**config.mk**
```make
export PLATFORM = sky130hd
export DESIGN_NAME = polar_to_cartesian_scan_unit
export DESIGN_NICKNAME = d
export VERILOG_FILES = /design/src/hw/rtl/p2c_scan_pkg.sv /design/src/hw/rtl/polar_to_cartesian_scan_unit.sv
export SDC_FILE = /design/constraint.sdc
export NUM_CORES = 2
export LEC_CHECK = 0
export ABC_CLOCK_PERIOD_IN_PS = 11600
export BUFFER_PORTS_ARGS = -buffer_cell sky130_fd_sc_hd__buf_2
export CAP_MARGIN = 20
export CORE_ASPECT_RATIO = 1.2
export CORE_MARGIN = 5
export CORE_UTILIZATION = 50
export DETAILED_ROUTE_END_ITERATION = 10
export GPL_TIMING_DRIVEN = 0
export PLACE_DENSITY = 0.73
export SETUP_SLACK_MARGIN = 0.3
export SYNTH_ARGS = -nofsm -noshare
export SYNTH_HDL_FRONTEND = slang
export SYNTH_SLANG_ARGS = --single-unit
```
**constraint.sdc**
```tcl
create_clock -name clk -period 11.6 [get_ports clk]
set_input_delay 0.58 -clock clk [delete_from_list [all_inputs] [get_ports clk]]
set_output_delay 0.58 -clock clk [all_outputs]
set_load 0.01 [all_outputs]
```
**src/hw/rtl/p2c_scan_pkg.sv**
```systemverilog
`timescale 1ns / 1ps
// ----------------------------------------------------------------------------
// p2c_scan_pkg: shared definitions for the polar to Cartesian scan unit
// Field widths, register indexes, angle constants and the CORDIC arctangent
// table.
// ----------------------------------------------------------------------------
package p2c_scan_pkg;

	// Sizing
	localparam int MAX_POINTS   = 4096;
	localparam int CORDIC_STEPS = 16;
	localparam int TABLE_LEN    = 24;
	localparam int STEPS        = (CORDIC_STEPS > TABLE_LEN) ? TABLE_LEN : CORDIC_STEPS;
	localparam int STEP_W       = (STEPS > 1) ? $clog2(STEPS) : 1;
	localparam int TAB_IDX_W    = $clog2(TABLE_LEN);

	// Field widths
	localparam int ANGLE_W   = 17;
	localparam int RANGE_W   = 16;
	localparam int COORD_W   = 17;
	localparam int INDEX_W   = 12;
	localparam int COUNT_W   = 13;

	// Stream and configuration port widths
	localparam int S_TDATA_W  = 16;
	localparam int M_FIELDS_W = 2 * COORD_W + INDEX_W;
	localparam int M_TDATA_W  = ((M_FIELDS_W + 7) / 8) * 8;
	localparam int CFG_ADDR_W = 2;
	localparam int CFG_DATA_W = 17;

	// Interpolation divider: divisor is point count minus one
	localparam int DIV_W      = $clog2(MAX_POINTS);
	localparam int IDX_CMP_W  = (DIV_W > INDEX_W) ? DIV_W : INDEX_W;
	localparam int DIFF_W     = ANGLE_W + 1;
	localparam int QUO_W      = ANGLE_W;
	localparam int PROD_W     = QUO_W + DIV_W;
	localparam int DIV_CNT_W  = $clog2(QUO_W);

	// Angle and rotation datapath widths
	localparam int Z_W        = 34;
	localparam int XY_W       = 48;
	localparam int GAIN_W     = 30;
	localparam int FRAC_SH    = 30;

	// Angle constants, 2^30 per radian
	localparam logic signed [Z_W-1:0] ANG_PI      = 34'sd3373259426;
	localparam logic signed [Z_W-1:0] ANG_HALF_PI = 34'sd1686629713;
	localparam logic signed [Z_W-1:0] ANG_TWO_PI  = 34'sd6746518852;

	// CORDIC gain compensation, Q0.30
	localparam logic [GAIN_W-1:0] GAIN_Q30 = 30'd652032874;

	// Output saturation bound
	localparam int OUT_LIMIT = 65535;

	// Configuration register indexes
	typedef enum logic [CFG_ADDR_W-1:0] {
		CFG_START_ANGLE = 2'd0,
		CFG_END_ANGLE   = 2'd1,
		CFG_POINT_COUNT = 2'd2
	} cfg_reg_t;

	// Sequencer states, one-hot
	typedef enum logic [6:0] {
		ST_IDLE = 7'b0000001,
		ST_MUL  = 7'b0000010,
		ST_DIV  = 7'b0000100,
		ST_ANG  = 7'b0001000,
		ST_WRAP = 7'b0010000,
		ST_FOLD = 7'b0100000,
		ST_ROT  = 7'b1000000
	} state_t;

	// atan(2^-k), Q.30, truncated
	localparam logic [31:0] ATAN_TAB [TABLE_LEN] = '{
		32'h3243F6A8, 32'h1DAC6705, 32'h0FADBAFC, 32'h07F56EA6,
		32'h03FEAB76, 32'h01FFD55B, 32'h00FFFAAA, 32'h007FFF55,
		32'h003FFFEA, 32'h001FFFFD, 32'h000FFFFF, 32'h0007FFFF,
		32'h0003FFFF, 32'h0001FFFF, 32'h0000FFFF, 32'h00007FFF,
		32'h00003FFF, 32'h00001FFF, 32'h00000FFF, 32'h000007FF,
		32'h000003FF, 32'h000001FF, 32'h000000FF, 32'h0000007F
	};

endpackage

```
**src/hw/rtl/polar_to_cartesian_scan_unit.sv**
```systemverilog
`timescale 1ns / 1ps
// ----------------------------------------------------------------------------
// polar_to_cartesian_scan_unit: laser scan range samples to Cartesian points
// Interpolates the sample angle across the scan, reduces it to [-pi/2, pi/2]
// and rotates the range vector with an iterative CORDIC.
//
//   channel  | dir | tdata (low bit up)                      | tlast
//   ---------+-----+-----------------------------------------+-----------
//   s_axis   | in  | range_value[15:0]                       | scan_end
//   m_axis   | out | x_coord, y_coord, sample_index, 2'b0    | last_point
//   cfg      | in  | cfg_index selects register, cfg_data    | -
//
// One transaction in gives one transaction out; no new sample is taken
// until the finished point has been loaded into the output register.
// The sample period is set by the bit-serial interpolation divider (17
// quotient bits, one per cycle) and the CORDIC stage (CORDIC_STEPS rotations).
// A finished point waits in the output register; a stall there holds the
// sequencer before it loads the next point. Reset clears all control state.
// ----------------------------------------------------------------------------
module polar_to_cartesian_scan_unit (
	input  logic                                  clk,
	input  logic                                  arst_n,
	// configuration write port
	input  logic                                  cfg_wr_en,
	input  logic [p2c_scan_pkg::CFG_ADDR_W-1:0]   cfg_index,
	input  logic [p2c_scan_pkg::CFG_DATA_W-1:0]   cfg_data,
	// range samples
	input  logic                                  s_axis_tvalid,
	output logic                                  s_axis_tready,
	input  logic [p2c_scan_pkg::S_TDATA_W-1:0]    s_axis_tdata,  // range_value
	input  logic                                  s_axis_tlast,  // scan_end
	// points
	output logic                                  m_axis_tvalid,
	input  logic                                  m_axis_tready,
	output logic [p2c_scan_pkg::M_TDATA_W-1:0]    m_axis_tdata,  // x_coord, y_coord, sample_index, pad
	output logic                                  m_axis_tlast   // last_point
);
	import p2c_scan_pkg::*;

	localparam int RN_W  = XY_W - FRAC_SH + 2;
	localparam int PAD_W = M_TDATA_W - M_FIELDS_W;
	localparam logic signed [RN_W-1:0]  LIM_P = RN_W'(OUT_LIMIT);
	localparam logic signed [RN_W-1:0]  LIM_N = -LIM_P;
	localparam logic signed [XY_W:0]    RND   = (XY_W+1)'(1) <<< (FRAC_SH - 1);
	localparam logic [COUNT_W:0]        CNT_MAX = (COUNT_W+1)'(MAX_POINTS);

	// Round to signed Q17.0, apply fold negation, saturate
	function automatic logic [COORD_W-1:0] to_out(input logic signed [XY_W-1:0] v,
			input logic neg);
		logic signed [XY_W:0]   t;
		logic signed [RN_W-1:0] r;
		logic signed [RN_W-1:0] rn;
		t  = $signed({v[XY_W-1], v}) + RND;
		r  = $signed({t[XY_W], t[XY_W:FRAC_SH]});
		rn = neg ? -r : r;
		if (rn > LIM_P)
			rn = LIM_P;
		else if (rn < LIM_N)
			rn = LIM_N;
		return rn[COORD_W-1:0];
	endfunction

	// Configuration registers and scan index counter
	logic signed [ANGLE_W-1:0] start_q, end_q;
	logic [COUNT_W-1:0]        count_q;
	logic [INDEX_W-1:0]        index_counter_q;

	state_t state_q;

	// Per-sample registers
	logic [RANGE_W-1:0]        range_q;
	logic                      last_q;
	logic [INDEX_W-1:0]        cnt_q;
	logic [DIV_W-1:0]          i_q;
	logic [DIV_W-1:0]          d_q;
	logic                      prod_neg_q;
	logic [DIV_W-1:0]          rem_q;
	logic [QUO_W-1:0]          dvd_q;
	logic [QUO_W-1:0]          quo_q;
	logic [DIV_CNT_W-1:0]      div_cnt_q;
	logic signed [ANGLE_W-1:0] theta_q;
	logic signed [Z_W-1:0]     z_q;
	logic                      fold_neg_q;
	logic signed [XY_W-1:0]    x_q, y_q;
	logic [STEP_W-1:0]         step_q;

	// Output register
	logic                      m_valid_q;
	logic [COORD_W-1:0]        m_x_q, m_y_q;
	logic [INDEX_W-1:0]        m_idx_q;
	logic                      m_last_q;

	logic s_fire, out_free, out_load;

	assign s_axis_tready = (state_q == ST_IDLE);
	assign s_fire        = s_axis_tvalid && s_axis_tready;
	assign out_free      = !m_valid_q || m_axis_tready;
	assign out_load      = (state_q == ST_ROT) && (step_q == STEP_W'(STEPS - 1)) && out_free;

	// Clamped point count minus one, and interpolation index
	logic [DIV_W-1:0]     n_m1;
	logic [IDX_CMP_W-1:0] cnt_ext, nm1_ext;
	always_comb begin
		if (count_q == '0)
			n_m1 = '0;
		else if ({1'b0, count_q} > CNT_MAX)
			n_m1 = DIV_W'(MAX_POINTS - 1);
		else
			n_m1 = DIV_W'(count_q - COUNT_W'(1));
		cnt_ext = IDX_CMP_W'(index_counter_q);
		nm1_ext = IDX_CMP_W'(n_m1);
	end

	// Angle difference times index
	logic signed [DIFF_W-1:0]      diff;
	logic signed [DIFF_W+DIV_W:0]  prod;
	logic [DIFF_W+DIV_W:0]         prod_mag;
	always_comb begin
		diff     = $signed({end_q[ANGLE_W-1], end_q}) - $signed({start_q[ANGLE_W-1], start_q});
		prod     = diff * $signed({1'b0, i_q});
		prod_mag = prod[DIFF_W+DIV_W] ? -prod : prod;
	end

	// One quotient bit per cycle
	logic [DIV_W:0] trial;
	logic           take;
	always_comb begin
		trial = {rem_q, dvd_q[QUO_W-1]};
		take  = (d_q != '0) && (trial >= {1'b0, d_q});
	end

	// Signed quotient added to start angle
	logic signed [ANGLE_W:0] sq, theta_sum;
	logic signed [Z_W-1:0]   z_raw;
	always_comb begin
		sq        = prod_neg_q ? -$signed({1'b0, quo_q}) : $signed({1'b0, quo_q});
		theta_sum = $signed({start_q[ANGLE_W-1], start_q}) + sq;
		z_raw     = $signed({theta_q, {(Z_W-ANGLE_W){1'b0}}});
	end

	// Gain-compensated start vector, full product width
	logic [RANGE_W+GAIN_W-1:0] x_init;
	assign x_init = range_q * GAIN_Q30;

	// CORDIC rotation step
	logic signed [XY_W-1:0] dx, dy;
	logic signed [Z_W-1:0]  atan_k;
	always_comb begin
		dx     = y_q >>> step_q;
		dy     = x_q >>> step_q;
		atan_k = $signed(Z_W'(ATAN_TAB[TAB_IDX_W'(step_q)]));
	end

	// Configuration writes
	always_ff @(posedge clk or negedge arst_n) begin
		if (!arst_n) begin
			start_q <= '0;
			end_q   <= '0;
			count_q <= COUNT_W'(1);
		end else if (cfg_wr_en) begin
			unique case (cfg_index)
				CFG_START_ANGLE: start_q <= $signed(cfg_data[ANGLE_W-1:0]);
				CFG_END_ANGLE:   end_q   <= $signed(cfg_data[ANGLE_W-1:0]);
				CFG_POINT_COUNT: count_q <= cfg_data[COUNT_W-1:0];
				default:         ;
			endcase
		end
	end

	// Sequencer and scan index counter
	always_ff @(posedge clk or negedge arst_n) begin
		if (!arst_n) begin
			state_q         <= ST_IDLE;
			index_counter_q <= '0;
			div_cnt_q       <= '0;
			step_q          <= '0;
		end else begin
			unique case (state_q)
				ST_IDLE: begin
					if (s_fire) begin
						state_q         <= ST_MUL;
						index_counter_q <= s_axis_tlast ? '0 : index_counter_q + INDEX_W'(1);
					end
				end
				ST_MUL: begin
					state_q   <= ST_DIV;
					div_cnt_q <= '0;
				end
				ST_DIV: begin
					div_cnt_q <= div_cnt_q + DIV_CNT_W'(1);
					if (div_cnt_q == DIV_CNT_W'(QUO_W - 1))
						state_q <= ST_ANG;
				end
				ST_ANG:  state_q <= ST_WRAP;
				ST_WRAP: state_q <= ST_FOLD;
				ST_FOLD: begin
					state_q <= ST_ROT;
					step_q  <= '0;
				end
				ST_ROT: begin
					if (step_q != STEP_W'(STEPS - 1))
						step_q <= step_q + STEP_W'(1);
					else if (out_free)
						state_q <= ST_IDLE;
				end
				default: state_q <= ST_IDLE;
			endcase
		end
	end

	// Datapath, no reset needed
	always_ff @(posedge clk) begin
		if (s_fire) begin
			range_q <= s_axis_tdata[RANGE_W-1:0];
			last_q  <= s_axis_tlast;
			cnt_q   <= index_counter_q;
			i_q     <= DIV_W'((cnt_ext < nm1_ext) ? cnt_ext : nm1_ext);
			d_q     <= n_m1;
		end
		unique case (state_q)
			ST_MUL: begin
				prod_neg_q <= prod[DIFF_W+DIV_W];
				rem_q      <= prod_mag[PROD_W-1:QUO_W];
				dvd_q      <= prod_mag[QUO_W-1:0];
				quo_q      <= '0;
			end
			ST_DIV: begin
				rem_q <= take ? DIV_W'(trial - {1'b0, d_q}) : trial[DIV_W-1:0];
				dvd_q <= dvd_q << 1;
				quo_q <= {quo_q[QUO_W-2:0], take};
			end
			ST_ANG: theta_q <= theta_sum[ANGLE_W-1:0];
			ST_WRAP: begin
				// bring the angle into [-pi, pi]
				if (z_raw > ANG_PI)
					z_q <= z_raw - ANG_TWO_PI;
				else if (z_raw < -ANG_PI)
					z_q <= z_raw + ANG_TWO_PI;
				else
					z_q <= z_raw;
			end
			ST_FOLD: begin
				// fold into the right half plane, negate both results later
				if (z_q > ANG_HALF_PI) begin
					z_q        <= z_q - ANG_PI;
					fold_neg_q <= 1'b1;
				end else if (z_q < -ANG_HALF_PI) begin
					z_q        <= z_q + ANG_PI;
					fold_neg_q <= 1'b1;
				end else begin
					fold_neg_q <= 1'b0;
				end
				x_q <= $signed(XY_W'(x_init));
				y_q <= '0;
			end
			ST_ROT: begin
				if (step_q != STEP_W'(STEPS - 1) || out_free) begin
					if (!z_q[Z_W-1]) begin
						x_q <= x_q - dx;
						y_q <= y_q + dy;
						z_q <= z_q - atan_k;
					end else begin
						x_q <= x_q + dx;
						y_q <= y_q - dy;
						z_q <= z_q + atan_k;
					end
				end
			end
			default: ;
		endcase
	end

	// Output register: final rotation feeds rounding directly
	logic signed [XY_W-1:0] x_fin, y_fin;
	always_comb begin
		if (!z_q[Z_W-1]) begin
			x_fin = x_q - dx;
			y_fin = y_q + dy;
		end else begin
			x_fin = x_q + dx;
			y_fin = y_q - dy;
		end
	end

	always_ff @(posedge clk or negedge arst_n) begin
		if (!arst_n)
			m_valid_q <= 1'b0;
		else if (out_load)
			m_valid_q <= 1'b1;
		else if (m_axis_tready)
			m_valid_q <= 1'b0;
	end

	always_ff @(posedge clk) begin
		if (out_load) begin
			m_x_q    <= to_out(x_fin, fold_neg_q);
			m_y_q    <= to_out(y_fin, fold_neg_q);
			m_idx_q  <= cnt_q;
			m_last_q <= last_q;
		end
	end

	assign m_axis_tvalid = m_valid_q;
	assign m_axis_tdata  = {{PAD_W{1'b0}}, m_idx_q, m_y_q, m_x_q};
	assign m_axis_tlast  = m_last_q;

endmodule
```
==> flow_summary_export.csv <==
group,metric,value,unit
status,status,"complete, no violations",
place,portBuffers,89,
cells_and_area,ff_latch_area,10800,sq um
worst_setup_path,cp-endpoint,"m_x_q[11]",
synth,synth_xor_area_share,7.70,%
route,remaining_drc_errors,0,
synth,synth.distinct_cells,109,
clock_tree,root_buffer,"clkbuf_16",
timing,final_max_slew_viol_count,0,
clock_tree,cts_sinks,371,
clock_tree,htreeDepth,2,
worst_setup_path,critPathLaunchType,"flop",
timing,final.setup_skew,35.8,ps
place,dp.final_hpwl,132000,um
grt,grt-ovfl-total,0,
synth,synth_top_family_by_area,"adder cells",
worst_setup_path,rrSetupSlack,780,ps
clock_tree,clockBufferDepth,3,
cells_and_area,layout_common_cells,"inv_1 (599), nand2_1 (535), ha_1 (469)",
die,die_w,307,um
route,routed_wl,163000,um
place,placed_cells,7388,
worst_setup_path,worst_r2r_path_depth,31,
grt,global_route.usage.total,28.2,%
cells_and_area,final_common_cell,"inv_1",
synth,yosys_warnings,0,
cells_and_area,multi_input_area,39000,sq um
timing,fin_crit_sh,93.3,%
route,antenna_left,0,
worst_setup_path,crit_required,12070,ps
synth,synth-adder-area-share,25.8,%
cells_and_area,drive_gt1_share,8.27,%
worst_setup_path,critPathMaxStageDelay,610,ps
route,vias,45686,
die,dieHeight,367,um
timing,min_period,10820,ps
cells_and_area,fill_cells,9551,
timing,finalSetupViolCount,0,
cells_and_area,final_cells,7478,
die,rows,130,
timing,setup-tns-final,0,ps
route,drt_first_iter_violations,4022,
clock_tree,tritoncts,"yes",
die,start_util,50.4,%
clock_tree,cts_buffers,45,
route,routed_via_density,6.11,
worst_setup_path,crit_path_end_kind,"flop",
synth,async_flop_share,20.5,%
die,dieArea,113000,sq um
synth,syn-cell-area,53000,sq um
worst_setup_path,arrival,11300,ps
synth,synthMuxAreaShare,7.67,%
synth,synth-seq-cells,371,
synth,synthCells,5898,
synth,synth_edf_count,295,
worst_setup_path,r2r-start,"step_q[1]",
worst_setup_path,crit_fanout,10,
synth,synthFlopType,"edfxtp_1",
timing,grt_setup_unrepaired,"false",
synth,yosys.area_share.simple,16.2,%
grt,grt_antenna_before_repair,2,
clock_tree,cts.clk_slew.worst_paths,70,ps
worst_setup_path,rr_endpoint,"m_x_q[11]",
grt,grt_max_degree,44,
cells_and_area,num-nets-final,6956,
die,pin_count,92,
worst_setup_path,setup.worst_path.class,"flop to flop",
worst_hold_path,holdCritPathClass,"input pin to flop",
timing,timing.fmax,92.4,MHz
route,drtPass1Iterations,8,
timing,worst_pin_slew,1170,ps
clock_tree,worstSkewPairLatency,650,ps
grt,grt_first_pass_wirelength,253000,um
place,place_congestion,1.08,
worst_setup_path,critical_path.startpoint,"step_q[1]",
die,core_area,105000,sq um
worst_setup_path,cpMaxStageDelayCell,"xnor2_1",
route,wl_per_cell,21.8,um
grt,grt_pass1_vias,45986,
timing,maxSlewHeadroom,21.0,%
synth,synth_compound_area_share,16.0,%
synth,synth.yosys.seq_area_share,20.3,%
cells_and_area,syn_to_final_growth,7.82,%
timing,hold_violations,0,
worst_setup_path,cpMostUsedCell,"buf_2",
synth,synth.avg_cell_area,8.99,sq um
flow_run,cap_violations,0,
-- registers in the layout, summed over array words and instances, names as in the netlist, 13 cells and up --
signal and cells:
dvd_q 17, range_q 16, start_q 17, y_q 48, m_y_q 17, count_q 13, quo_q 17, m_x_q 17
end_q 17, theta_q 17, z_q 34, x_q 48
-- per-layer routing --
layer	track usage [%]	part of all wire (%)	vias up
li1	-	-	21179
met1	34.5	39	22142
met2	47.9	48	1899
met3	3.76	6.7	464
met4	15.6	6.7	2
met5	0	0.0061	-
-- critical path: cells and delay by family, from the launching register on --
family / cells / cell delay, ps
buffers and inverters: 10 / 3240
and+or+nand+nor: 8 / 2990
AOI/OAI and AO/OA: 7 / 1680
xor gates and xnor gates: 3 / 1010
DFF: 1 / 590
adders and majority gates: 2 / 580
muxes: 1 / 540
-- synthesized netlist by cell type, types with 14 or more instances --
master | number | area (sq um)
a21oi_1 | 378 | 1890
o31ai_1 | 33 | 248
nor2_1 | 394 | 1480
or3_1 | 35 | 219
o211ai_1 | 46 | 345
or2_2 | 20 | 125
and3_1 | 63 | 394
nor2b_1 | 49 | 307
nor3_1 | 102 | 510
o221ai_1 | 15 | 131
nand4_1 | 66 | 413
dfrtp_1 | 74 | 1850
nor3b_1 | 22 | 165
nand2_1 | 535 | 2010
inv_1 | 602 | 2260
o21ai_1 | 18 | 90.1
o21a_1 | 57 | 428
mux2i_1 | 56 | 561
and2_1 | 156 | 976
nand3b_1 | 14 | 105
mux2_2 | 78 | 878
o22ai_1 | 20 | 125
o21ai_0 | 302 | 1510
nand3_1 | 134 | 671
nand2b_1 | 64 | 400
a21o_1 | 94 | 706
edfxtp_1 | 295 | 8860
xnor2_1 | 292 | 2560
fa_1 | 389 | 7790
a21boi_0 | 19 | 143
clkbuf_1 | 166 | 623
o21bai_1 | 62 | 465
ha_1 | 469 | 5870
buf_1 | 33 | 124
xor2_1 | 168 | 1470
mux4_2 | 100 | 2250
a211oi_1 | 47 | 353
nor4_1 | 37 | 231
buf_2 | 32 | 160
a211o_1 | 18 | 158
a31oi_1 | 75 | 469
-- area by class of cell --
cell class              instances  share of cell area [%]
plain buffers                 247                    1.89
clock buffers                  59                    2.24
well taps                    1386                    3.03
repair buffers                111                    1.32
inverters                     607                    3.99
diodes                          1                 0.00438
clock inverters                22                   0.416
flip-flops and latches        371                    18.8
multi-input cells            4674                    68.3
-- through the flow --
step	instance area (sq um)	hold WS, ps	util, %	worst slack [ps]
after floorplan	53000	284	-	2620
after global placement	55200	404	52.5	-504
after detailed placement	55500	406	52.8	-300
after CTS	57000	106	54.3	323
after global routing	57200	114	54.4	305
final	57200	133	54.4	777
-- kinds of logic (layout without fill, tap and decap cells) --
kind of cell	after synthesis	after routing
compound gates	1341	1341
xor+xnor	463	463
fa+ha+maj	859	859
buf+inv	854	1046
flops	371	371
mux	254	254
other cells	1	3
simple gates	1755	1755
-- worst min path at each step --
| stage | start | endpoint | slack (ps) | cells past startpoint |
|---|---|---|---|---|
| 2_1_floorplan | arst_n | cnt_ext[0] | 280 | 0 |
| 3_3_place_gp | cnt_q[6] | m_idx_q[6] | 400 | 0 |
| 3_5_place_dp | cnt_q[5] | m_idx_q[5] | 410 | 0 |
| 4_1_cts | s_axis_tdata[4] | range_q[4] | 110 | 1 |
| 5_1_grt | s_axis_tdata[11] | range_q[11] | 110 | 1 |
| 6_report | s_axis_tdata[4] | range_q[4] | 130 | 1 |
-- what timing repair did --
action / CTS / global route
hold endpoints to repair: 33 / 0
cloned: 0 / 0
gates resized for setup: 6 / 37
pin swaps: 0 / 2
buffers inserted: 0 / 7
endpoints found under the setup margin: 33 / 62
hold buffers: 1 / 0
Power is left out: the tool's default activity adds up to more than one toggle a clock period on the data nets, which glitch-free logic cannot reach.
